==> src/rdcr_pkg.sv <==
`default_nettype none
package rdcr_pkg;

    localparam int S_TDATA_W = 144;
    localparam int M_TDATA_W = 72;
    localparam int CFG_W = 17;
    localparam int SQRT_STEPS = 34;
    localparam int DIV_STEPS = 32;
    localparam logic [32:0] DEV_MAX = 33'h1_FFFF_FFFF;

    localparam logic CFG_BLEND_FRACTION = 1'b0;
    localparam logic CFG_EPSILON = 1'b1;

    typedef enum logic [1:0] {
        FUNC_LOAD = 2'd0,
        FUNC_BLEND = 2'd1,
        FUNC_ENFORCE = 2'd2,
        FUNC_SET = 2'd3
    } func_t;

    typedef enum logic [4:0] {
        ST_IDLE, ST_DECODE, ST_LD_WR, ST_LD_RD, ST_RD_A, ST_RD_B, ST_GOT_B,
        ST_BL_MUL, ST_BL_ADD, ST_BL_WR, ST_DIFF, ST_SQ, ST_SQRT_INIT, ST_SQRT,
        ST_LD_REST, ST_DEV_ROOT, ST_EN_ND, ST_EN_MUL, ST_DIV_INIT, ST_DIV,
        ST_EN_OFF, ST_OFF_DEF, ST_EN_NEW, ST_WR_A, ST_WR_B, ST_SET_WR,
        ST_FIN, ST_FIN_IGN
    } state_t;

    typedef enum logic [4:0] {
        OP_NONE, OP_ACCEPT, OP_LD_WR, OP_LD_RD, OP_RD_A, OP_RD_B, OP_GOT_B,
        OP_BL_MUL, OP_BL_ADD, OP_BL_WR, OP_DIFF, OP_SQ, OP_SQRT_INIT, OP_SQRT,
        OP_LD_REST, OP_DEV_ROOT, OP_EN_ND, OP_EN_MUL, OP_DIV_INIT, OP_DIV,
        OP_EN_OFF, OP_OFF_DEF, OP_EN_NEW, OP_WR_A, OP_WR_B, OP_SET_WR, OP_RESULT
    } dp_op_t;

    typedef struct packed {
        dp_op_t op;
        logic [1:0] axis;
        logic ign;
    } dp_cmd_t;

    typedef struct packed {
        func_t func;
        logic in_range;
        logic hp_ok;
        logic link_ok;
        logic nd_gt_eps;
        logic out_free;
    } dp_stat_t;

    function automatic logic signed [31:0] sat32(input logic signed [35:0] v);
        logic signed [31:0] r;
        if (v > 36'sh0_7FFF_FFFF) begin
            r = 32'sh7FFF_FFFF;
        end else if (v < 36'shF_8000_0000) begin
            r = 32'sh8000_0000;
        end else begin
            r = v[31:0];
        end
        return r;
    endfunction

endpackage
`default_nettype wire

==> src/rdcr_ctrl.sv <==
`default_nettype none
module rdcr_ctrl (
    input  wire logic               aclk,
    input  wire logic               aresetn,
    input  wire logic               s_tvalid,
    output logic                    s_tready,
    input  wire rdcr_pkg::dp_stat_t stat,
    output rdcr_pkg::dp_cmd_t       cmd
);

    rdcr_pkg::state_t state_reg, state_next;
    logic [1:0] axis_reg, axis_next;
    logic [5:0] cnt_reg, cnt_next;

    always_ff @(posedge aclk) begin
        if (!aresetn) begin
            state_reg <= rdcr_pkg::ST_IDLE;
            axis_reg <= 2'd0;
            cnt_reg <= 6'd0;
        end else begin
            state_reg <= state_next;
            axis_reg <= axis_next;
            cnt_reg <= cnt_next;
        end
    end

    always_comb begin
        state_next = state_reg;
        axis_next = axis_reg;
        cnt_next = cnt_reg;
        unique case (state_reg)
            rdcr_pkg::ST_IDLE: begin
                if (s_tvalid) state_next = rdcr_pkg::ST_DECODE;
            end
            rdcr_pkg::ST_DECODE: begin
                if (!stat.in_range) begin
                    state_next = rdcr_pkg::ST_FIN_IGN;
                end else begin
                    unique case (stat.func)
                        rdcr_pkg::FUNC_LOAD: state_next = rdcr_pkg::ST_LD_WR;
                        rdcr_pkg::FUNC_BLEND: state_next = rdcr_pkg::ST_RD_A;
                        rdcr_pkg::FUNC_ENFORCE: begin
                            state_next = stat.link_ok ? rdcr_pkg::ST_RD_A
                                                      : rdcr_pkg::ST_FIN_IGN;
                        end
                        default: begin
                            state_next = stat.link_ok ? rdcr_pkg::ST_SET_WR
                                                      : rdcr_pkg::ST_FIN_IGN;
                        end
                    endcase
                end
            end
            rdcr_pkg::ST_LD_WR: begin
                state_next = stat.hp_ok ? rdcr_pkg::ST_LD_RD : rdcr_pkg::ST_FIN;
            end
            rdcr_pkg::ST_LD_RD: state_next = rdcr_pkg::ST_GOT_B;
            rdcr_pkg::ST_RD_A: state_next = rdcr_pkg::ST_RD_B;
            rdcr_pkg::ST_RD_B: begin
                axis_next = 2'd0;
                state_next = (stat.func == rdcr_pkg::FUNC_BLEND) ? rdcr_pkg::ST_BL_MUL
                                                                 : rdcr_pkg::ST_GOT_B;
            end
            rdcr_pkg::ST_GOT_B: state_next = rdcr_pkg::ST_DIFF;
            rdcr_pkg::ST_BL_MUL: state_next = rdcr_pkg::ST_BL_ADD;
            rdcr_pkg::ST_BL_ADD: begin
                if (axis_reg == 2'd2) begin
                    state_next = rdcr_pkg::ST_BL_WR;
                end else begin
                    axis_next = axis_reg + 2'd1;
                    state_next = rdcr_pkg::ST_BL_MUL;
                end
            end
            rdcr_pkg::ST_BL_WR: state_next = rdcr_pkg::ST_DIFF;
            rdcr_pkg::ST_DIFF: begin
                axis_next = 2'd0;
                state_next = rdcr_pkg::ST_SQ;
            end
            rdcr_pkg::ST_SQ: begin
                if (axis_reg == 2'd3) begin
                    state_next = rdcr_pkg::ST_SQRT_INIT;
                end else begin
                    axis_next = axis_reg + 2'd1;
                end
            end
            rdcr_pkg::ST_SQRT_INIT: begin
                cnt_next = 6'd0;
                state_next = rdcr_pkg::ST_SQRT;
            end
            rdcr_pkg::ST_SQRT: begin
                if (cnt_reg == 6'(rdcr_pkg::SQRT_STEPS - 1)) begin
                    unique case (stat.func)
                        rdcr_pkg::FUNC_LOAD: state_next = rdcr_pkg::ST_LD_REST;
                        rdcr_pkg::FUNC_BLEND: state_next = rdcr_pkg::ST_DEV_ROOT;
                        default: state_next = rdcr_pkg::ST_EN_ND;
                    endcase
                end else begin
                    cnt_next = cnt_reg + 6'd1;
                end
            end
            rdcr_pkg::ST_LD_REST: state_next = rdcr_pkg::ST_FIN;
            rdcr_pkg::ST_DEV_ROOT: state_next = rdcr_pkg::ST_FIN;
            rdcr_pkg::ST_EN_ND: begin
                axis_next = 2'd0;
                state_next = stat.nd_gt_eps ? rdcr_pkg::ST_EN_MUL : rdcr_pkg::ST_OFF_DEF;
            end
            rdcr_pkg::ST_EN_MUL: state_next = rdcr_pkg::ST_DIV_INIT;
            rdcr_pkg::ST_DIV_INIT: begin
                cnt_next = 6'd0;
                state_next = rdcr_pkg::ST_DIV;
            end
            rdcr_pkg::ST_DIV: begin
                if (cnt_reg == 6'(rdcr_pkg::DIV_STEPS - 1)) begin
                    state_next = rdcr_pkg::ST_EN_OFF;
                end else begin
                    cnt_next = cnt_reg + 6'd1;
                end
            end
            rdcr_pkg::ST_EN_OFF: begin
                if (axis_reg == 2'd2) begin
                    state_next = rdcr_pkg::ST_EN_NEW;
                end else begin
                    axis_next = axis_reg + 2'd1;
                    state_next = rdcr_pkg::ST_EN_MUL;
                end
            end
            rdcr_pkg::ST_OFF_DEF: state_next = rdcr_pkg::ST_EN_NEW;
            rdcr_pkg::ST_EN_NEW: state_next = rdcr_pkg::ST_WR_A;
            rdcr_pkg::ST_WR_A: state_next = rdcr_pkg::ST_WR_B;
            rdcr_pkg::ST_WR_B: state_next = rdcr_pkg::ST_FIN;
            rdcr_pkg::ST_SET_WR: state_next = rdcr_pkg::ST_FIN;
            rdcr_pkg::ST_FIN, rdcr_pkg::ST_FIN_IGN: begin
                if (stat.out_free) state_next = rdcr_pkg::ST_IDLE;
            end
            default: state_next = rdcr_pkg::ST_IDLE;
        endcase
    end

    always_comb begin
        cmd.op = rdcr_pkg::OP_NONE;
        cmd.axis = axis_reg;
        cmd.ign = 1'b0;
        s_tready = 1'b0;
        unique case (state_reg)
            rdcr_pkg::ST_IDLE: begin
                s_tready = aresetn;
                if (s_tvalid && aresetn) cmd.op = rdcr_pkg::OP_ACCEPT;
            end
            rdcr_pkg::ST_DECODE: cmd.op = rdcr_pkg::OP_NONE;
            rdcr_pkg::ST_LD_WR: cmd.op = rdcr_pkg::OP_LD_WR;
            rdcr_pkg::ST_LD_RD: cmd.op = rdcr_pkg::OP_LD_RD;
            rdcr_pkg::ST_RD_A: cmd.op = rdcr_pkg::OP_RD_A;
            rdcr_pkg::ST_RD_B: cmd.op = rdcr_pkg::OP_RD_B;
            rdcr_pkg::ST_GOT_B: cmd.op = rdcr_pkg::OP_GOT_B;
            rdcr_pkg::ST_BL_MUL: cmd.op = rdcr_pkg::OP_BL_MUL;
            rdcr_pkg::ST_BL_ADD: cmd.op = rdcr_pkg::OP_BL_ADD;
            rdcr_pkg::ST_BL_WR: cmd.op = rdcr_pkg::OP_BL_WR;
            rdcr_pkg::ST_DIFF: cmd.op = rdcr_pkg::OP_DIFF;
            rdcr_pkg::ST_SQ: cmd.op = rdcr_pkg::OP_SQ;
            rdcr_pkg::ST_SQRT_INIT: cmd.op = rdcr_pkg::OP_SQRT_INIT;
            rdcr_pkg::ST_SQRT: cmd.op = rdcr_pkg::OP_SQRT;
            rdcr_pkg::ST_LD_REST: cmd.op = rdcr_pkg::OP_LD_REST;
            rdcr_pkg::ST_DEV_ROOT: cmd.op = rdcr_pkg::OP_DEV_ROOT;
            rdcr_pkg::ST_EN_ND: cmd.op = rdcr_pkg::OP_EN_ND;
            rdcr_pkg::ST_EN_MUL: cmd.op = rdcr_pkg::OP_EN_MUL;
            rdcr_pkg::ST_DIV_INIT: cmd.op = rdcr_pkg::OP_DIV_INIT;
            rdcr_pkg::ST_DIV: cmd.op = rdcr_pkg::OP_DIV;
            rdcr_pkg::ST_EN_OFF: cmd.op = rdcr_pkg::OP_EN_OFF;
            rdcr_pkg::ST_OFF_DEF: cmd.op = rdcr_pkg::OP_OFF_DEF;
            rdcr_pkg::ST_EN_NEW: cmd.op = rdcr_pkg::OP_EN_NEW;
            rdcr_pkg::ST_WR_A: cmd.op = rdcr_pkg::OP_WR_A;
            rdcr_pkg::ST_WR_B: cmd.op = rdcr_pkg::OP_WR_B;
            rdcr_pkg::ST_SET_WR: cmd.op = rdcr_pkg::OP_SET_WR;
            rdcr_pkg::ST_FIN: begin
                if (stat.out_free) cmd.op = rdcr_pkg::OP_RESULT;
            end
            rdcr_pkg::ST_FIN_IGN: begin
                cmd.ign = 1'b1;
                if (stat.out_free) cmd.op = rdcr_pkg::OP_RESULT;
            end
            default: cmd.op = rdcr_pkg::OP_NONE;
        endcase
    end

endmodule
`default_nettype wire

==> config.mk <==
export PLATFORM = sky130hd
export DESIGN_NAME = rdcr_ctrl
export DESIGN_NICKNAME = d
export VERILOG_FILES = /design/src/rdcr_pkg.sv /design/src/rdcr_ctrl.sv
export SDC_FILE = /design/constraint.sdc
export NUM_CORES = 1
export LEC_CHECK = 0
export ABC_AREA = 1
export BUFFER_PORTS_ARGS = -buffer_cell sky130_fd_sc_hd__buf_4
export CORE_ASPECT_RATIO = 1.25
export CORE_MARGIN = 1.5
export CORE_UTILIZATION = 50
export CTS_CLUSTER_SIZE = 30
export DETAILED_ROUTE_END_ITERATION = 16
export GPL_TIMING_DRIVEN = 0
export HOLD_SLACK_MARGIN = 0.1
export PLACE_DENSITY_LB_ADDON = 0.25
export SYNTH_ARGS = -nofsm -noshare
export SYNTH_HDL_FRONTEND = slang
export SYNTH_SLANG_ARGS = --single-unit
==> constraint.sdc <==
create_clock -name aclk -period 2.4 [get_ports aclk]
set_input_delay 0.36 -clock aclk [delete_from_list [all_inputs] [get_ports aclk]]
set_output_delay 0.36 -clock aclk [all_outputs]
set_load 0.01 [all_outputs]
== Word-level counts from Yosys, hierarchy flattened ==
Cells that the tools add are included.

* Register bits after elaboration: 13
* Output and inout port bits: 9
* Word-level logic and storage cells: 88

* Mux-type cells: 27
* Eq/ne operators: 42
* Add/subtract/negate cells: 2
* Reduce and logical (&&, ||, !) cells: 14

{| class="wikitable"
|+ Operator list
! operator !! number
|-
| case mux 5 bit (26 select lines) || 1
|-
| case mux 5 bit (23 select lines) || 1
|-
| equality test 5 bit, second input constant || 12
|-
| 2-to-1 mux 5 bit || 9
|-
| equality test 5 x 4 -> 1 bit, second input constant || 8
|-
| equality test 5 x 3 -> 1 bit, second input constant || 4
|-
| case mux 6 bit (3 select lines) || 1
|-
| != test 2 bit, second input constant || 8
|-
| case mux 5 bit (3 select lines) || 1
|-
| 2-to-1 mux 6 bit || 2
|-
| equality test 5 x 2 -> 1 bit, second input constant || 2
|-
| case mux 5 bit (2 select lines) || 1
|-
| OR reduction 2 bit || 4
|-
| adder 6 x 1 -> 6 bit, second input constant || 1
|-
| equality test 2 bit, second input constant || 3
|-
| equality test 6 x 5 -> 1 bit, second input constant || 1
|-
| equality test 6 bit, second input constant || 1
|-
| 2-to-1 mux 2 bit || 3
|-
| 2-to-1 mux 3 bit || 2
|-
| case mux 2 bit (3 select lines) || 1
|-
| AND reduction 3 bit || 2
|-
| nonzero test 3 bit || 2
|-
| equality test 5 x 1 -> 1 bit, second input constant || 1
|-
| logical NOT 5 bit || 1
|-
| other kinds (10) || 13
|}

== Longest topological paths before layout ==
Gate-level depths: netlist of run 1.

* Word-level depth: 4
* Mapped depth: 12
* Mapped depth without buffers: 11

== Worst setup path before layout of run 1 ==
Ideal clock, no wire load.

* Kind: register to output
* Start point: reg state_reg[0]
* End point: out cmd[3] (netlist bit)
* Required time: 2040 ps
* Arrival time: 1229 ps
* Stages on the path, launching flop included: 9
* Path slack: 811 ps
* Path buffers: 1
* Path through: dfxtp_1 -> buf_4 -> nor2_4 -> nand2_2 -> inv_2 -> nand2_1 -> nor2_1 -> a21oi_1 -> nand3_1

{| class="wikitable"
|+ RTL lines
! element !! RTL line !! RTL
|-
| from (decl) || rdcr_ctrl.sv:11 || <nowiki>rdcr_pkg::state_t state_reg, state_next;</nowiki>
|-
| from (signal assigned) || rdcr_ctrl.sv:17 || <nowiki>state_reg <= rdcr_pkg::ST_IDLE;</nowiki>
|-
| from (signal assigned) || rdcr_ctrl.sv:21 || <nowiki>state_reg <= state_next;</nowiki>
|-
| to (decl) || rdcr_ctrl.sv:8 || <nowiki>output rdcr_pkg::dp_cmd_t cmd</nowiki>
|}

==> results of run 1 <==
-- area by class of cell --
type | instances | area, µm²
Clock buffer | 4 | 26.3
Sequential cell | 13 | 260
Fill cell | 307 | 1180
Multi-Input combinational cell | 228 | 1200
Inverter | 32 | 124
Timing Repair Buffer | 18 | 135
Buffer | 4 | 27.5
Tap cell | 36 | 45.0
-- stage by stage --
step	setup WS [ns]	instance area (µm²)
after floorplan	0.811	1610
after global placement	0.538	1790
after detailed placement	0.559	1790
after CTS	0.232	1820
after global routing	0.0887	1820
final	0.203	1820
-- power by group --
| part | switching [mW] | leakage, nW | total, mW | internal, mW |
|---|---|---|---|---|
| combinational | 0.891 | 0.854 | 1.35 | 0.464 |
| sequential | 0.0453 | 0.106 | 0.310 | 0.265 |
| clock | 0.0738 | 0.0150 | 0.139 | 0.0648 |
| total | 1.01 | 0.974 | 1.80 | 0.794 |
-- how the worst max path moves through the flow --
stage                            start     end  slack, ns
final                     state_reg[3]  cmd[3]       0.20
after global routing      state_reg[3]  cmd[3]       0.09
after CTS                 state_reg[3]  cmd[3]       0.23
after detailed placement  state_reg[3]  cmd[3]       0.56
after global placement    state_reg[3]  cmd[3]       0.54
after floorplan           state_reg[0]  cmd[3]       0.81
-- cell usage after synthesis, drive strengths merged --
library cell and count:
nand4 4, nor3b 1, nor2 62, o2111ai 2, nand3 32, ha 4
o21ai 7, clkinv 2, dfxtp 13, xor2 2, a211oi 1, inv 30
nor3 2, nand2 92, a21oi 15, or2 1, buf 4, nand3b 3
-- critical path, cell delays in order, from the launching register on --
cell and delay, ns:
dfxtp_1 0.31, buf_4 0.19, inv_2 0.10, nor2_2 0.32, nand3_1 0.19, nand3_1 0.17
a21oi_1 0.05, nand3_1 0.09, buf_4 0.12
-- kinds of logic (layout without fill, tap and decap cells) --
kind of cell	after synthesis	after routing
buffers and inverters	36	58
AND/OR/NAND/NOR	197	197
AO/OA/AOI/OAI	25	25
flip-flops	13	13
adder cells (fa/ha/maj)	4	4
XOR/XNOR	2	2
-- metal layers --
metal / global-route usage (%) / share of wire (%) / up-vias
li1: - / - / 936
met4: 12.2 / 2.3 / 0
met2: 46.6 / 49 / 69
met1: 33.2 / 42 / 783
met5: 0 / 0 / -
met3: 3.36 / 6.5 / 9
==> run_summary.xml, run 1 <==
<?xml version="1.0" encoding="UTF-8"?>
<metrics>
  <group name="synth">
    <metric name="yosys.area_share.adder" unit="%">3.10</metric>
    <metric name="yosysTopAreaCell" unit="">nand2_1</metric>
    <metric name="average_size_of_a_mapped_cell" unit="µm²">5.83</metric>
    <metric name="synth.net_count" unit="">291</metric>
    <metric name="synth_top_family_by_area" unit="">simple AND/OR/NAND/NOR gates</metric>
    <metric name="yosysWarnings" unit="">0</metric>
    <metric name="postSynthRegisterBits" unit="">13</metric>
    <metric name="synth_compound_area_share" unit="%">9.07</metric>
    <metric name="synthDominantCellAreaShare" unit="%">19.1</metric>
    <metric name="synth_xor_xnor_area_share" unit="%">1.09</metric>
    <metric name="post_synth_and_or_nand_nor_area_fraction" unit="%">61.2</metric>
    <metric name="netlist-cell-type-count" unit="">32</metric>
    <metric name="syn_area" unit="µm²">1610</metric>
    <metric name="syn_inst" unit="">277</metric>
    <metric name="multiplexer_fraction_of_the_synthesized_cell_area" unit="%">0</metric>
    <metric name="largest_cells_by_area_after_synthesis" unit="">nand2_1, dfxtp_1, nor2_1</metric>
    <metric name="synth_sequential_area_ratio" unit="%">16.1</metric>
  </group>
  <group name="worst_setup_path">
    <metric name="crit-reg2reg-capture" unit="">state_reg[3]</metric>
    <metric name="max_fanout_on_critical_path" unit="">9</metric>
    <metric name="reg2regPathDepth" unit="">9</metric>
    <metric name="r2r-start" unit="">state_reg[3]</metric>
    <metric name="r2r_slack" unit="ns">0.74</metric>
    <metric name="cp_data_arrival_time" unit="ns">1.84</metric>
    <metric name="crit_path_launch_type" unit="">flop</metric>
    <metric name="worst_setup_path_end_kind" unit="">output port</metric>
    <metric name="critPathKind" unit="">reg2out</metric>
    <metric name="worstPathRequired" unit="ns">2.04</metric>
  </group>
  <group name="global_routing">
    <metric name="grt_usage" unit="%">27.4</metric>
    <metric name="first_global_vias" unit="">1657</metric>
    <metric name="grt_pass1_wl" unit="mm">7.15</metric>
    <metric name="antenna_violations_before_repair" unit="">0</metric>
    <metric name="pin_count_of_the_biggest_net_entering_global_routing" unit="">11</metric>
    <metric name="global_route.overflow_total" unit="">0</metric>
  </group>
  <group name="timing">
    <metric name="slew_violations" unit="">0</metric>
    <metric name="min_period" unit="ns">2.20</metric>
    <metric name="min_period_over_period" unit="%">91.6</metric>
    <metric name="fmaxAchievable" unit="GHz">0.455</metric>
    <metric name="max_slew_margin" unit="%">74.2</metric>
    <metric name="final-hold-violation-count" unit="">0</metric>
    <metric name="fin_tns_setup" unit="ns">0</metric>
    <metric name="setup_viol" unit="">0</metric>
    <metric name="rsz0062_at_grt" unit="">no</metric>
    <metric name="max_slew.worst_pin.slew" unit="ns">0.387</metric>
    <metric name="fin_worst_hold_slack" unit="ns">0.327</metric>
    <metric name="clock-skew-final" unit="ns">0.000188</metric>
  </group>
  <group name="cts">
    <metric name="cts_sinks" unit="">13</metric>
    <metric name="ctsRootBufferMaster" unit="">clkbuf_4</metric>
    <metric name="cts_hold_buf" unit="">0</metric>
    <metric name="clkSlewWorstSetupHoldPaths" unit="ns">0.07</metric>
    <metric name="cts_tree" unit="">yes</metric>
    <metric name="cts.htree.levels" unit="">1</metric>
    <metric name="insertion_delay" unit="ns">0.29</metric>
    <metric name="numCtsBuffers" unit="">3</metric>
    <metric name="clock_tree.buffer_depth" unit="">2</metric>
    <metric name="cts-resized-gates" unit="">0</metric>
    <metric name="number_of_buffers_inserted_to_repair_setup_after_cts" unit="">0</metric>
  </group>
  <group name="floorplan">
    <metric name="start_util" unit="%">53.8</metric>
    <metric name="core_region_area" unit="µm²">3000</metric>
    <metric name="die_h" unit="µm">66.5</metric>
    <metric name="io-pin-count" unit="">19</metric>
    <metric name="die_width" unit="µm">53.8</metric>
    <metric name="rows" unit="">22</metric>
    <metric name="floorplan_die_area" unit="µm²">3580</metric>
  </group>
  <group name="hold_path">
    <metric name="holdCritStartpoint" unit="">aresetn</metric>
    <metric name="worst_hold_path_cell_count" unit="">3</metric>
    <metric name="holdPathEnd" unit="">axis_reg[1]</metric>
    <metric name="hold_path_class" unit="">in2reg</metric>
  </group>
  <group name="detailed_routing">
    <metric name="detailedRoute.firstPassIterationCount" unit="">4</metric>
    <metric name="totalWireLength" unit="mm">4.21</metric>
    <metric name="wire_per_inst" unit="µm">12.6</metric>
    <metric name="post-route-drc-count" unit="">0</metric>
    <metric name="drt.antenna.violating_nets" unit="">0</metric>
    <metric name="drtIter0Drc" unit="">88</metric>
    <metric name="vias_per_cell" unit="">5.36</metric>
    <metric name="vias" unit="">1797</metric>
  </group>
  <group name="place">
    <metric name="placedCellCount" unit="">331</metric>
    <metric name="dpl.hpwl" unit="mm">3.39</metric>
    <metric name="numPortBuffers" unit="">18</metric>
    <metric name="routabilityCongestion" unit="">1.04</metric>
  </group>
  <group name="power">
    <metric name="fin_total_pwr" unit="mW">1.80</metric>
    <metric name="irDropWorstVdd" unit="mV">0.560</metric>
    <metric name="power-per-cell-area" unit="nW/µm²">991</metric>
    <metric name="leakage" unit="nW">0.974</metric>
  </group>
  <group name="final_layout">
    <metric name="flow.area_growth_from_synthesis" unit="%">12.8</metric>
    <metric name="mostFrequentLayoutCell" unit="">nand2_1</metric>
    <metric name="largest_reg_flops" unit="">6</metric>
    <metric name="final_cell_mix" unit="">nand2_1, nor2_1, nand3_1</metric>
    <metric name="layout-drive-gt1-share" unit="%">24.1</metric>
    <metric name="num_antenna_cells" unit="">0</metric>
    <metric name="finalCoreUtilization" unit="%">60.7</metric>
    <metric name="final_nets" unit="">314</metric>
    <metric name="post_layout_nonfiller_instances" unit="">335</metric>
  </group>
  <group name="flow_run">
    <metric name="max-cap-violations" unit="">0</metric>
  </group>
  <group name="outcome">
    <metric name="status" unit="">completed</metric>
  </group>
</metrics>
Power figures use the tool's default switching activity.
==> run 2, diff against run 1 <==
CTS_BUF_LIST = sky130_fd_sc_hd__clkbuf_16   (was not set)
==> run_summary.xml, run 2 (synthesis gave the netlist of run 1 again) <==
<?xml version="1.0" encoding="UTF-8"?>
<metrics>
  <group name="hold_path">
    <metric name="worst_hold_path_cell_count" unit="">3</metric>
    <metric name="holdCritStartpoint" unit="">aresetn</metric>
    <metric name="hold_path_class" unit="">in2reg</metric>
    <metric name="holdPathEnd" unit="">axis_reg[1]</metric>
  </group>
  <group name="power">
    <metric name="sequentialPowerShare" unit="%">15.8</metric>
    <metric name="power-per-cell-area" unit="nW/µm²">1060</metric>
    <metric name="irDropWorstVdd" unit="mV">0.699</metric>
    <metric name="internal_power" unit="µW">950</metric>
    <metric name="share_clk_of_total_power" unit="%">15.7</metric>
    <metric name="leakage" unit="nW">1.00</metric>
    <metric name="switching_power" unit="mW">1.03</metric>
    <metric name="swShare" unit="%">52.0</metric>
    <metric name="comb_pwr_share" unit="%">68.6</metric>
  </group>
  <group name="detailed_routing">
    <metric name="vias_per_cell" unit="">5.43</metric>
    <metric name="totalWireLength" unit="mm">4.32</metric>
    <metric name="detailedRoute.firstPassIterationCount" unit="">4</metric>
    <metric name="drt.antenna.violating_nets" unit="">0</metric>
    <metric name="wire_per_inst" unit="µm">12.9</metric>
    <metric name="post-route-drc-count" unit="">0</metric>
    <metric name="vias" unit="">1819</metric>
    <metric name="drtIter0Drc" unit="">106</metric>
  </group>
  <group name="worst_setup_path">
    <metric name="critPathKind" unit="">reg2out</metric>
    <metric name="worstPathRequired" unit="ns">2.04</metric>
    <metric name="cp_data_arrival_time" unit="ns">1.79</metric>
    <metric name="crit-reg2reg-capture" unit="">state_reg[3]</metric>
    <metric name="r2r_slack" unit="ns">0.74</metric>
    <metric name="reg2regPathDepth" unit="">8</metric>
    <metric name="max_fanout_on_critical_path" unit="">9</metric>
    <metric name="worst_setup_path_end_kind" unit="">output port</metric>
    <metric name="r2r-start" unit="">state_reg[2]</metric>
    <metric name="crit_path_launch_type" unit="">flop</metric>
  </group>
  <group name="final_layout">
    <metric name="flow.area_growth_from_synthesis" unit="%">16.0</metric>
    <metric name="mostFrequentLayoutCell" unit="">nand2_1</metric>
    <metric name="post_layout_nonfiller_instances" unit="">335</metric>
    <metric name="num_antenna_cells" unit="">0</metric>
    <metric name="final_cell_mix" unit="">nand2_1, nor2_1, nand3_1</metric>
    <metric name="layout-drive-gt1-share" unit="%">24.1</metric>
    <metric name="largest_reg_flops" unit="">6</metric>
    <metric name="final_nets" unit="">314</metric>
  </group>
  <group name="timing">
    <metric name="setup_viol" unit="">0</metric>
    <metric name="min_period" unit="ns">2.15</metric>
    <metric name="min_period_over_period" unit="%">89.5</metric>
    <metric name="max_slew_margin" unit="%">74.8</metric>
    <metric name="max_slew.worst_pin.slew" unit="ns">0.377</metric>
    <metric name="slew_violations" unit="">0</metric>
    <metric name="rsz0062_at_grt" unit="">no</metric>
    <metric name="fin_tns_setup" unit="ns">0</metric>
    <metric name="fmaxAchievable" unit="GHz">0.466</metric>
    <metric name="final-hold-violation-count" unit="">0</metric>
    <metric name="clock-skew-final" unit="ns">0.00324</metric>
    <metric name="layout_setup_ws" unit="ns">0.253</metric>
  </group>
  <group name="cts">
    <metric name="numCtsBuffers" unit="">3</metric>
    <metric name="cts_tree" unit="">yes</metric>
    <metric name="insertion_delay" unit="ns">0.24</metric>
    <metric name="cts_hold_buf" unit="">0</metric>
    <metric name="cts-resized-gates" unit="">0</metric>
    <metric name="number_of_buffers_inserted_to_repair_setup_after_cts" unit="">0</metric>
    <metric name="cts_sinks" unit="">13</metric>
    <metric name="clkSlewWorstSetupHoldPaths" unit="ns">0.04</metric>
    <metric name="ctsRootBufferMaster" unit="">clkbuf_16</metric>
    <metric name="cts.htree.levels" unit="">1</metric>
    <metric name="clock_tree.buffer_depth" unit="">2</metric>
  </group>
  <group name="floorplan">
    <metric name="die_width" unit="µm">53.8</metric>
    <metric name="die_h" unit="µm">66.5</metric>
    <metric name="floorplan_die_area" unit="µm²">3580</metric>
    <metric name="core_region_area" unit="µm²">3000</metric>
    <metric name="rows" unit="">22</metric>
    <metric name="start_util" unit="%">53.8</metric>
    <metric name="io-pin-count" unit="">19</metric>
  </group>
  <group name="place">
    <metric name="dpl.hpwl" unit="mm">3.39</metric>
    <metric name="preCtsSetupSlack" unit="ns">0.559</metric>
    <metric name="numPortBuffers" unit="">18</metric>
    <metric name="routabilityCongestion" unit="">1.04</metric>
    <metric name="placedCellCount" unit="">331</metric>
  </group>
  <group name="outcome">
    <metric name="status" unit="">completed</metric>
  </group>
  <group name="global_routing">
    <metric name="grt_usage" unit="%">27.7</metric>
    <metric name="pin_count_of_the_biggest_net_entering_global_routing" unit="">11</metric>
    <metric name="met2_usage" unit="%">47.4</metric>
    <metric name="global_route.overflow_total" unit="">0</metric>
    <metric name="global_route_track_usage_on_met3" unit="%">3.81</metric>
    <metric name="first_global_vias" unit="">1685</metric>
    <metric name="grt_pass1_wl" unit="mm">7.29</metric>
    <metric name="met1_usage" unit="%">33.5</metric>
    <metric name="busiest_layer" unit="">met2</metric>
    <metric name="antenna_violations_before_repair" unit="">0</metric>
  </group>
  <group name="flow_run">
    <metric name="max-cap-violations" unit="">0</metric>
  </group>
</metrics>
==> run 2: routing by layer <==
metal	up-vias	wire length [µm]
li1	937	-
met1	779	1780
met2	87	2090
met3	16	310
met4	0	145
met5	-	0
==> run 2: area by class of cell <==
| cell class | instances | area [µm²] |
|---|---|---|
| buffer | 4 | 27.5 |
| clock buffer | 3 | 75.1 |
| clock inverter | 1 | 3.75 |
| fill | 294 | 1130 |
| inverter | 32 | 124 |
| multi-input combinational | 228 | 1200 |
| sequential | 13 | 260 |
| tap | 36 | 45.0 |
| timing repair buffer | 18 | 135 |
==> run 2: worst max path at each step <==
stage                       from  endpoint  slack (ns)
finish              state_reg[3]    cmd[3]        0.25
global route        state_reg[3]    cmd[3]        0.16
CTS                 state_reg[3]    cmd[3]        0.28
detailed placement  state_reg[3]    cmd[3]        0.56
global placement    state_reg[3]    cmd[3]        0.54
floorplan           state_reg[0]    cmd[3]        0.81
==> run 2: metrics by stage <==
step                utilization [%]  power (mW)  area, µm²  hold WS [ns]
global route                   62.4        2.15       1870         0.398
floorplan                         -        1.31       1610         0.453
global placement               59.8        1.65       1790         0.467
detailed placement             59.8        1.65       1790         0.477
CTS                            62.4        1.98       1870         0.381
finish                         62.4        1.98       1870         0.378
==> run 2: power groups by stage <==
stage / clock network, mW / logic (mW) / registers (mW)
after CTS: 0.317 / 1.35 / 0.311
after floorplan: 0 / 0.994 / 0.311
after detailed placement: 0 / 1.34 / 0.315
after global placement: 0 / 1.34 / 0.315
after global routing: 0.327 / 1.50 / 0.317
final: 0.310 / 1.36 / 0.312
==> run 2: critical path, cell delays in order, from the launching register on <==
cell	delay [ns]
dfxtp_1	0.30
buf_4	0.18
inv_2	0.10
nor2_2	0.32
nand3_1	0.19
nand3_1	0.17
a21oi_1	0.05
nand3_1	0.10
buf_4	0.13
